==> config.mk <==
export PLATFORM = sky130hd
export DESIGN_NAME = longest_increasing_subsequence_engine_core
export DESIGN_NICKNAME = d
export VERILOG_FILES = /design/src/design/lise_pkg.sv /design/src/design/lise_ram.sv /design/src/design/longest_increasing_subsequence_engine_core.sv
export SDC_FILE = /design/constraint.sdc
export NUM_CORES = 2
export LEC_CHECK = 0
export BUFFER_PORTS_ARGS = -buffer_cell sky130_fd_sc_hd__buf_4
export CORE_ASPECT_RATIO = 1.2
export CORE_MARGIN = 4
export CORE_UTILIZATION = 63
export DETAILED_ROUTE_END_ITERATION = 8
export HOLD_SLACK_MARGIN = 0.1
export PLACE_DENSITY = 0.76
export SYNTH_ARGS = -nofsm -noshare
export SYNTH_HDL_FRONTEND = slang
export SYNTH_SLANG_ARGS = --single-unit
==> constraint.sdc <==
create_clock -name i_clk -period 10.3 [get_ports i_clk]
set_clock_uncertainty 0.2 [all_clocks]
set_input_delay 2.06 -clock i_clk [delete_from_list [all_inputs] [get_ports i_clk]]
set_output_delay 2.06 -clock i_clk [all_outputs]
set_load 0.02 [all_outputs]
==> src/design/lise_pkg.sv <==
// package for the longest increasing subsequence engine
// input and result word types shared by the top level; no dependencies
`default_nettype none

package lise_pkg;

    typedef struct packed {
        logic signed [31:0] sample;
        logic               final_item;
    } t_in;

    typedef struct packed {
        logic               kind;
        logic signed [31:0] element;
        logic        [5:0]  length_here;
        logic        [5:0]  best_length;
        logic               dropped;
        logic               run_end;
    } t_out;

    // kind codes of a result word
    localparam logic KIND_STATUS  = 1'b0;
    localparam logic KIND_ELEMENT = 1'b1;

endpackage

`default_nettype wire

==> src/design/lise_ram.sv <==
// generic single write port, single read port ram with registered read
// no dependencies
`default_nettype none

module lise_ram #(
    parameter int WIDTH = 32,
    parameter int DEPTH = 32
) (
    input  wire logic                     i_clk,
    input  wire logic                     i_we,
    input  wire logic [$clog2(DEPTH)-1:0] i_waddr,
    input  wire logic [WIDTH-1:0]         i_wdata,
    input  wire logic                     i_re,
    input  wire logic [$clog2(DEPTH)-1:0] i_raddr,
    output logic      [WIDTH-1:0]         o_rdata
);

    logic [WIDTH-1:0] r_mem [DEPTH];
    logic [WIDTH-1:0] r_rdata;

    always_ff @(posedge i_clk) begin
        if (i_we) begin
            r_mem[i_waddr] <= i_wdata;
        end
        // read data holds while no read is issued
        if (i_re) begin
            r_rdata <= r_mem[i_raddr];
        end
    end

    assign o_rdata = r_rdata;

endmodule

`default_nettype wire

==> src/design/longest_increasing_subsequence_engine_core.sv <==
// top level of the longest increasing subsequence engine
// uses lise_pkg for word types and lise_ram for the tail, sample and pick stores
`default_nettype none

// Longest increasing subsequence engine. Each input word carries one signed
// 32-bit sample; the engine binary-searches the table of smallest tails by
// length, replaces that tail, stores the sample with its run length and
// returns one status word (run length here, best length so far, dropped
// flag). Samples beyond MAX_ITEMS are not stored and come back dropped. A
// word with final_item set is followed by the elements of one longest
// strictly increasing subsequence, in increasing order, after which the
// engine clears for a new sequence. One word is worked on at a time and
// o_in_stall stays high until the engine is back in idle. Each search
// step reads the tail ram and uses the single signed comparator
// (ceil(log2(longest+1)) steps, at most 6 for 32 entries); the search then
// ends, the write follows, the status word is handed out and the engine
// returns to idle. A dropped sample skips the search and the write. A
// final sample then scans the stored samples up to and including the first
// one of best length, walks back over the stored samples before that one,
// and reads each element from the pick ram. Output stalls hold the status
// and element words until they are taken.

module longest_increasing_subsequence_engine_core #(
    parameter int MAX_ITEMS = 32
) (
    input  wire logic            i_clk,
    input  wire logic            i_rst_n,
    input  wire logic            i_in_valid,
    output logic                 o_in_stall,
    input  wire lise_pkg::t_in   i_in_data,
    output logic                 o_out_valid,
    input  wire logic            i_out_stall,
    output lise_pkg::t_out       o_out_data
);

    import lise_pkg::*;

    // index into a store, a count up to MAX_ITEMS, a search bound up to MAX_ITEMS+1
    localparam int IW = $clog2(MAX_ITEMS);
    localparam int CW = $clog2(MAX_ITEMS + 1);
    localparam int SW = $clog2(MAX_ITEMS + 2);
    localparam int STW = 32 + CW;

    typedef enum logic [10:0] {
        S_IDLE = 11'b00000000001,
        S_SRCH = 11'b00000000010,
        S_CMP  = 11'b00000000100,
        S_WRT  = 11'b00000001000,
        S_STAT = 11'b00000010000,
        S_FRD  = 11'b00000100000,
        S_FCHK = 11'b00001000000,
        S_WRD  = 11'b00010000000,
        S_WCHK = 11'b00100000000,
        S_ERD  = 11'b01000000000,
        S_EOUT = 11'b10000000000
    } t_state;

    t_state r_state, n_state;

    // current sample
    logic signed [31:0] r_sample, n_sample;
    logic               r_fin, n_fin;
    logic               r_drop, n_drop;
    logic [CW-1:0]      r_len, n_len;

    // binary search bounds
    logic [SW-1:0]      r_lo, n_lo;
    logic [SW-1:0]      r_hi, n_hi;
    logic [SW-1:0]      r_mid, n_mid;

    // sequence state
    logic [CW-1:0]      r_item_count, n_item_count;
    logic [CW-1:0]      r_longest, n_longest;

    // scan, walk back and emit
    logic [CW-1:0]      r_idx, n_idx;
    logic signed [31:0] r_cur_val, n_cur_val;
    logic [CW-1:0]      r_cur_len, n_cur_len;
    logic [CW-1:0]      r_picked, n_picked;
    logic [CW-1:0]      r_emit_idx, n_emit_idx;

    // output register
    t_out               r_out, n_out;
    logic               r_out_valid, n_out_valid;

    // ram ports
    logic               tail_we, tail_re;
    logic [IW-1:0]      tail_waddr, tail_raddr;
    logic [31:0]        tail_rdata;
    logic               store_we, store_re;
    logic [IW-1:0]      store_waddr, store_raddr;
    logic [STW-1:0]     store_wdata, store_rdata;
    logic               pick_we, pick_re;
    logic [IW-1:0]      pick_waddr, pick_raddr;
    logic [31:0]        pick_wdata, pick_rdata;

    // helpers
    logic               can_load;
    logic [SW:0]        mid_sum;
    logic [SW-1:0]      lo_clamped;
    logic [SW-1:0]      mid_less_one;
    logic [SW-1:0]      lo_less_one;
    logic [CW-1:0]      idx_less_one;
    logic [CW-1:0]      pick_pos;
    logic signed [31:0] s_val;
    logic [CW-1:0]      s_len;
    logic signed [31:0] cmp_a, cmp_b;
    logic               cmp_lt;
    logic               take_j;
    logic               emit_last;

    lise_ram #(.WIDTH(32), .DEPTH(MAX_ITEMS)) u_tail (
        .i_clk   (i_clk),
        .i_we    (tail_we),
        .i_waddr (tail_waddr),
        .i_wdata (r_sample),
        .i_re    (tail_re),
        .i_raddr (tail_raddr),
        .o_rdata (tail_rdata)
    );

    // each stored sample with its run length in the low bits
    lise_ram #(.WIDTH(STW), .DEPTH(MAX_ITEMS)) u_store (
        .i_clk   (i_clk),
        .i_we    (store_we),
        .i_waddr (store_waddr),
        .i_wdata (store_wdata),
        .i_re    (store_re),
        .i_raddr (store_raddr),
        .o_rdata (store_rdata)
    );

    // chosen subsequence, last element first
    lise_ram #(.WIDTH(32), .DEPTH(MAX_ITEMS)) u_pick (
        .i_clk   (i_clk),
        .i_we    (pick_we),
        .i_waddr (pick_waddr),
        .i_wdata (pick_wdata),
        .i_re    (pick_re),
        .i_raddr (pick_raddr),
        .o_rdata (pick_rdata)
    );

    assign can_load     = !r_out_valid || !i_out_stall;
    assign mid_sum      = {1'b0, r_lo} + {1'b0, r_hi};
    assign lo_clamped   = (r_lo > SW'(MAX_ITEMS)) ? SW'(MAX_ITEMS) : r_lo;
    assign mid_less_one = mid_sum[SW:1] - SW'(1);
    assign lo_less_one  = lo_clamped - SW'(1);
    assign idx_less_one = r_idx - CW'(1);
    assign pick_pos     = r_picked - CW'(1) - r_emit_idx;
    assign s_val        = $signed(store_rdata[STW-1:CW]);
    assign s_len        = store_rdata[CW-1:0];
    // the shared signed comparator: tail against sample in the search,
    // stored sample against the last pick in the walk back
    assign cmp_a        = (r_state == S_CMP) ? $signed(tail_rdata) : s_val;
    assign cmp_b        = (r_state == S_CMP) ? r_sample : r_cur_val;
    assign cmp_lt       = cmp_a < cmp_b;
    // predecessor one length shorter and strictly smaller
    assign take_j       = (r_picked < CW'(MAX_ITEMS))
                       && ((CW + 1)'(r_cur_len) == (CW + 1)'(s_len) + (CW + 1)'(1))
                       && cmp_lt;
    assign emit_last    = (r_emit_idx + CW'(1)) == r_picked;

    always_comb begin
        n_state      = r_state;
        n_sample     = r_sample;
        n_fin        = r_fin;
        n_drop       = r_drop;
        n_len        = r_len;
        n_lo         = r_lo;
        n_hi         = r_hi;
        n_mid        = r_mid;
        n_item_count = r_item_count;
        n_longest    = r_longest;
        n_idx        = r_idx;
        n_cur_val    = r_cur_val;
        n_cur_len    = r_cur_len;
        n_picked     = r_picked;
        n_emit_idx   = r_emit_idx;
        n_out        = r_out;
        n_out_valid  = r_out_valid && i_out_stall;

        tail_we      = 1'b0;
        tail_re      = 1'b0;
        tail_waddr   = lo_less_one[IW-1:0];
        tail_raddr   = mid_less_one[IW-1:0];
        store_we     = 1'b0;
        store_re     = 1'b0;
        store_waddr  = r_item_count[IW-1:0];
        store_wdata  = {r_sample, CW'(lo_clamped)};
        store_raddr  = r_idx[IW-1:0];
        pick_we      = 1'b0;
        pick_re      = 1'b0;
        pick_waddr   = r_picked[IW-1:0];
        pick_wdata   = s_val;
        pick_raddr   = pick_pos[IW-1:0];

        case (r_state)
            S_IDLE: begin
                if (i_in_valid) begin
                    n_sample = i_in_data.sample;
                    n_fin    = i_in_data.final_item;
                    n_lo     = SW'(1);
                    n_hi     = SW'(r_longest);
                    if (r_item_count < CW'(MAX_ITEMS)) begin
                        n_drop  = 1'b0;
                        n_state = S_SRCH;
                    end else begin
                        // capacity reached: state untouched
                        n_drop  = 1'b1;
                        n_len   = '0;
                        n_state = S_STAT;
                    end
                end
            end
            S_SRCH: begin
                if (r_lo <= r_hi) begin
                    tail_re = 1'b1;
                    n_mid   = mid_sum[SW:1];
                    n_state = S_CMP;
                end else begin
                    n_state = S_WRT;
                end
            end
            S_CMP: begin
                if (cmp_lt) begin
                    n_lo = r_mid + SW'(1);
                end else begin
                    n_hi = r_mid - SW'(1);
                end
                n_state = S_SRCH;
            end
            S_WRT: begin
                tail_we      = 1'b1;
                store_we     = 1'b1;
                n_item_count = r_item_count + CW'(1);
                if (CW'(lo_clamped) > r_longest) begin
                    n_longest = CW'(lo_clamped);
                end
                n_len   = CW'(lo_clamped);
                n_state = S_STAT;
            end
            S_STAT: begin
                if (can_load) begin
                    n_out_valid       = 1'b1;
                    n_out.kind        = KIND_STATUS;
                    n_out.element     = '0;
                    n_out.length_here = 6'(r_len);
                    n_out.best_length = 6'(r_longest);
                    n_out.dropped     = r_drop;
                    n_out.run_end     = !r_fin || (r_longest == '0);
                    if (!r_fin) begin
                        n_state = S_IDLE;
                    end else if (r_longest == '0) begin
                        n_item_count = '0;
                        n_state      = S_IDLE;
                    end else begin
                        n_idx   = '0;
                        n_state = S_FRD;
                    end
                end
            end
            S_FRD: begin
                store_re = 1'b1;
                n_state  = S_FCHK;
            end
            S_FCHK: begin
                // first stored sample that reaches the best length
                if (s_len == r_longest) begin
                    pick_we    = 1'b1;
                    pick_waddr = '0;
                    n_picked   = CW'(1);
                    n_cur_val  = s_val;
                    n_cur_len  = s_len;
                    n_state    = S_WRD;
                end else begin
                    n_idx   = r_idx + CW'(1);
                    n_state = S_FRD;
                end
            end
            S_WRD: begin
                if (r_idx == '0) begin
                    n_emit_idx = '0;
                    n_state    = S_ERD;
                end else begin
                    store_re    = 1'b1;
                    store_raddr = idx_less_one[IW-1:0];
                    n_state     = S_WCHK;
                end
            end
            S_WCHK: begin
                if (take_j) begin
                    pick_we   = 1'b1;
                    n_picked  = r_picked + CW'(1);
                    n_cur_val = s_val;
                    n_cur_len = s_len;
                end
                n_idx   = idx_less_one;
                n_state = S_WRD;
            end
            S_ERD: begin
                pick_re = 1'b1;
                n_state = S_EOUT;
            end
            S_EOUT: begin
                if (can_load) begin
                    n_out_valid       = 1'b1;
                    n_out.kind        = KIND_ELEMENT;
                    n_out.element     = $signed(pick_rdata);
                    n_out.length_here = 6'(r_emit_idx + CW'(1));
                    n_out.best_length = 6'(r_longest);
                    n_out.dropped     = 1'b0;
                    n_out.run_end     = emit_last;
                    if (emit_last) begin
                        n_item_count = '0;
                        n_longest    = '0;
                        n_state      = S_IDLE;
                    end else begin
                        n_emit_idx = r_emit_idx + CW'(1);
                        n_state    = S_ERD;
                    end
                end
            end
            default: begin
                n_state = S_IDLE;
            end
        endcase
    end

    always_ff @(posedge i_clk) begin
        if (!i_rst_n) begin
            r_state      <= S_IDLE;
            r_item_count <= '0;
            r_longest    <= '0;
            r_picked     <= '0;
            r_emit_idx   <= '0;
            r_out_valid  <= 1'b0;
        end else begin
            r_state      <= n_state;
            r_item_count <= n_item_count;
            r_longest    <= n_longest;
            r_picked     <= n_picked;
            r_emit_idx   <= n_emit_idx;
            r_out_valid  <= n_out_valid;
        end
    end

    // payload registers
    always_ff @(posedge i_clk) begin
        r_sample  <= n_sample;
        r_fin     <= n_fin;
        r_drop    <= n_drop;
        r_len     <= n_len;
        r_lo      <= n_lo;
        r_hi      <= n_hi;
        r_mid     <= n_mid;
        r_idx     <= n_idx;
        r_cur_val <= n_cur_val;
        r_cur_len <= n_cur_len;
        r_out     <= n_out;
    end

    assign o_in_stall  = (r_state != S_IDLE);
    assign o_out_valid = r_out_valid;
    assign o_out_data  = r_out;

`ifndef NO_ASSERTIONS
    a_longest_le_count: assert property (@(posedge i_clk) disable iff (!i_rst_n)
        r_longest <= r_item_count)
        else $error("best length exceeds stored sample count");

    a_count_le_max: assert property (@(posedge i_clk) disable iff (!i_rst_n)
        r_item_count <= CW'(MAX_ITEMS))
        else $error("stored sample count exceeds capacity");

    a_emit_in_range: assert property (@(posedge i_clk) disable iff (!i_rst_n)
        (r_state == S_EOUT) |-> (r_picked != '0) && (r_emit_idx < r_picked))
        else $error("element emit index outside picked range");

    a_picked_le_longest: assert property (@(posedge i_clk) disable iff (!i_rst_n)
        (r_state == S_ERD || r_state == S_EOUT) |-> (r_picked <= r_longest))
        else $error("picked more elements than the best length");

    a_clear_after_final: assert property (@(posedge i_clk) disable iff (!i_rst_n)
        (r_state == S_EOUT && can_load && emit_last) |=>
            (r_item_count == '0) && (r_longest == '0))
        else $error("sequence not cleared after final element");
`endif

endmodule

`default_nettype wire

==> reports/results.ini <==
[logic_synthesis]
yosysWarnings = 0
syn-num-nets = 8097
synth.top_cell.area_share_pct = 76.79
avgSynthCellArea_sq_um = 17.20
synth_flop_cell = edfxtp_1
synth_edf_count = 3515
yosysSeqAreaShare_pct = 77.31
synth_cell_types = 71
syn_inst = 7992
synth_most_common_cell = edfxtp_1
synth_area_sq_um = 137500
ys_ff_latch = 3551
yosys.area.top_type = edfxtp_1
async_flop_share_pct = 0
synthTopCellsByCount = 3515 x edfxtp_1, 1571 x nand2_1, 585 x nand3_1
synth_area_leaders = edfxtp_1 77%, mux4_2 7.3%, nand2_1 4.3%, nand3_1 2.1%, mux2i_1 1.4%

[clock_tree]
cts.htree.levels = 5
cts_buffer_depth = 4
cts_inserted_buffers = 341
post_cts_buffers = 0
ctsRootBufferMaster = clkbuf_16
cts_tree = yes
clkTransAtPathRegs_ns = 0.06
ctsResizeCount = 0
cts.sink_count = 3551
cts_hold_buf = 0
clk_latency_ns = 1.01

[timing]
fin_crit_sh_pct = 67.81
tightest_slew_ns = 1.324
setup_tns_ns = 0
post-route-min-period_ns = 6.984
fmax_ghz = 0.1432
relSlewSlack_pct = 11.51
slew_violations = 0
rsz0062_at_grt = no
worst_slack_ns = 3.316
finalSetupViolCount = 0
final-hold-violation-count = 0

[critical_path]
worst-path-max-fanout = 36
worst_setup_path_end_kind = register
cp.required_ns = 10.64
cp_data_arrival_time_ns = 7.33
start_kind = register
timing_worst_setup_path_type = reg -> reg

[floorplanning]
pin_count = 86
start_util_pct = 63.44
fp-row-count = 187
die_h_um = 519.7
die_x_um = 434.4
die-area_sq_um = 225800
core-area_sq_um = 216700

[cells_and_area]
nNetsFinal = 8297
drive_gt1_share_pct = 16.52
finalInstanceArea_sq_um = 153200
fill_cells = 12770
syn_to_final_growth_pct = 11.49

[pwr]
seqPwrFrac_pct = 42.8
p_sw_mw = 12.22
clkPwrFrac_pct = 30.9
swShare_pct = 31.28
irDropWorstVdd_mv = 0.5583
p_leak_nw = 48.72
power_density_nw_per_um2 = 255.0
p_int_mw = 26.85
combPwrFrac_pct = 26.3

[global_route]
grt_util_all_layers_pct = 33.05
grt_remaining_overflow = 0
grt_pass1_vias = 77330
grt_pass1_wl_mm = 534.7
grt_max_degree = 175
antenna_found_initial = 16

[placed_design]
pre_cts_ws_ns = 3.465
placed_area_sq_um = 142600
gp_congestion = 0.8748
dp_hpwl_mm = 188.5
io_buffers = 85

[flow_run]
maxCapViolCount = 0

[run_status]
status = complete, no violations

[min_path]
hold_class = reg -> reg

[detailed_routing]
drt-vias-per-instance = 6.961
via_count = 78520
wl_per_cell_um = 33.18
postRouteAntennaNets = 0
wirelength_mm = 374.3
drt-initial-drc-count = 12730
route.detailed.drc = 0
dr.pass1.iters = 6

## registers in the layout, indices dropped and copies added (netlist names), 6 cells and up
signal           cells
r_cur_val           32
u_store.o_rdata     38
r_item_count         6
u_tail.r_mem      1024
r_lo                 6
u_tail.o_rdata      32
r_hi                 6
u_store.r_mem     1216
r_sample            32
u_pick.o_rdata      32
r_longest            6
r_len                6
r_picked             6
o_out_data          47
r_cur_len            6
r_emit_idx           6
u_pick.r_mem      1024
r_state             11
r_idx                6
r_mid                6
## area by class of cell
type | instances | area (sq um) | area share, %
tap | 2835 | 3547 | 2.315
sequential | 3551 | 106300 | 69.35
timing repair buffer | 313 | 2507 | 1.636
inverter | 47 | 176.4 | 0.1151
clock buffer | 418 | 8970 | 5.853
antenna | 10 | 25.02 | 0.01633
multi-input combinational | 3938 | 30190 | 19.70
clock inverter | 169 | 1562 | 1.019
## power by group through the flow
| stage | Sequential (mW) | Combinational (mW) | Clock, mW |
|---|---|---|---|
| floorplan | 17.3 | 6.57 | 0 |
| global placement | 17.0 | 9.79 | 0 |
| detailed placement | 17.0 | 10.0 | 0 |
| CTS | 16.7 | 10.1 | 12.1 |
| global route | 16.7 | 10.9 | 12.8 |
| finish | 16.7 | 10.3 | 12.1 |
## routing by layer
metal	part of all wire (%)	GRT usage [%]
met5	0.0072	0
met4	5.6	16.10
met3	12	7.965
met2	48	52.72
met1	34	43.30
## cells by family after synthesis
group / count (synthesis) / share of synthesized area [%]
buffers and inverters: 503 / 1.476
and+or+nand+nor: 2566 / 8.070
xor gates and xnor gates: 50 / 0.3386
muxes: 675 / 9.018
AOI/OAI and AO/OA: 579 / 3.155
DFF: 3551 / 77.31
adders and majority gates: 68 / 0.6299
## through the flow
stage	std cells	power, mW	utilization (%)	hold slack, ns
after global routing	11270	40.37	70.72	0.3440
after floorplan	7992	23.88	-	0.2667
after CTS	11270	38.96	70.70	0.3239
after global placement	10680	26.83	65.84	0.3110
final	11280	39.07	70.73	0.3255
after detailed placement	10680	27.04	65.84	0.3238
## worst max-delay path, cell delays in order, from the launching register on
cell and delay (ns):
dfxtp_1 0.36, or3_1 0.52, nor2_1 0.34, nand3_2 0.74, nand2_1 0.28, nand2_1 0.07
ha_1 0.30, a21o_1 0.17, a21oi_1 0.16, nor2b_1 0.07, o31a_1 0.24, o41ai_1 0.64
nand4b_1 0.17, buf_4 0.34, or3_1 0.72, nor2_4 1.14
## layout by cell type (no fill, tap or decap), types with 65 or more instances in the layout
cell,synthesis,layout
clkinv_1,0,78
ha_1,66,65
nand2_1,1571,1569
nand3_1,585,584
mux4_2,447,447
a31oi_1,161,159
clkbuf_16,0,347
a32oi_1,152,152
nor2_4,1,75
o2111ai_1,123,123
clkbuf_1,304,69
mux2i_1,194,193
buf_4,5,301
edfxtp_1,3515,3515
## final timing paths
| check | from | cells past startpoint | slack, ns | endpoint |
|---|---|---|---|---|
| worst max-delay path | r_state[10]$_SDFFE_PN0P_ | 15 | 3.32 | u_pick.r_mem[24][30]$_DFFE_PP_ |
| worst min register to register | r_item_count[5]$_SDFFE_PN0P_ | 0 | 0.33 | r_drop$_DFFE_PP_ |
| worst min-delay path | r_item_count[5]$_SDFFE_PN0P_ | 0 | 0.33 | r_drop$_DFFE_PP_ |
| worst max register to register | r_state[10]$_SDFFE_PN0P_ | 15 | 3.32 | u_pick.r_mem[24][30]$_DFFE_PP_ |
Power figures use the tool's default switching activity.
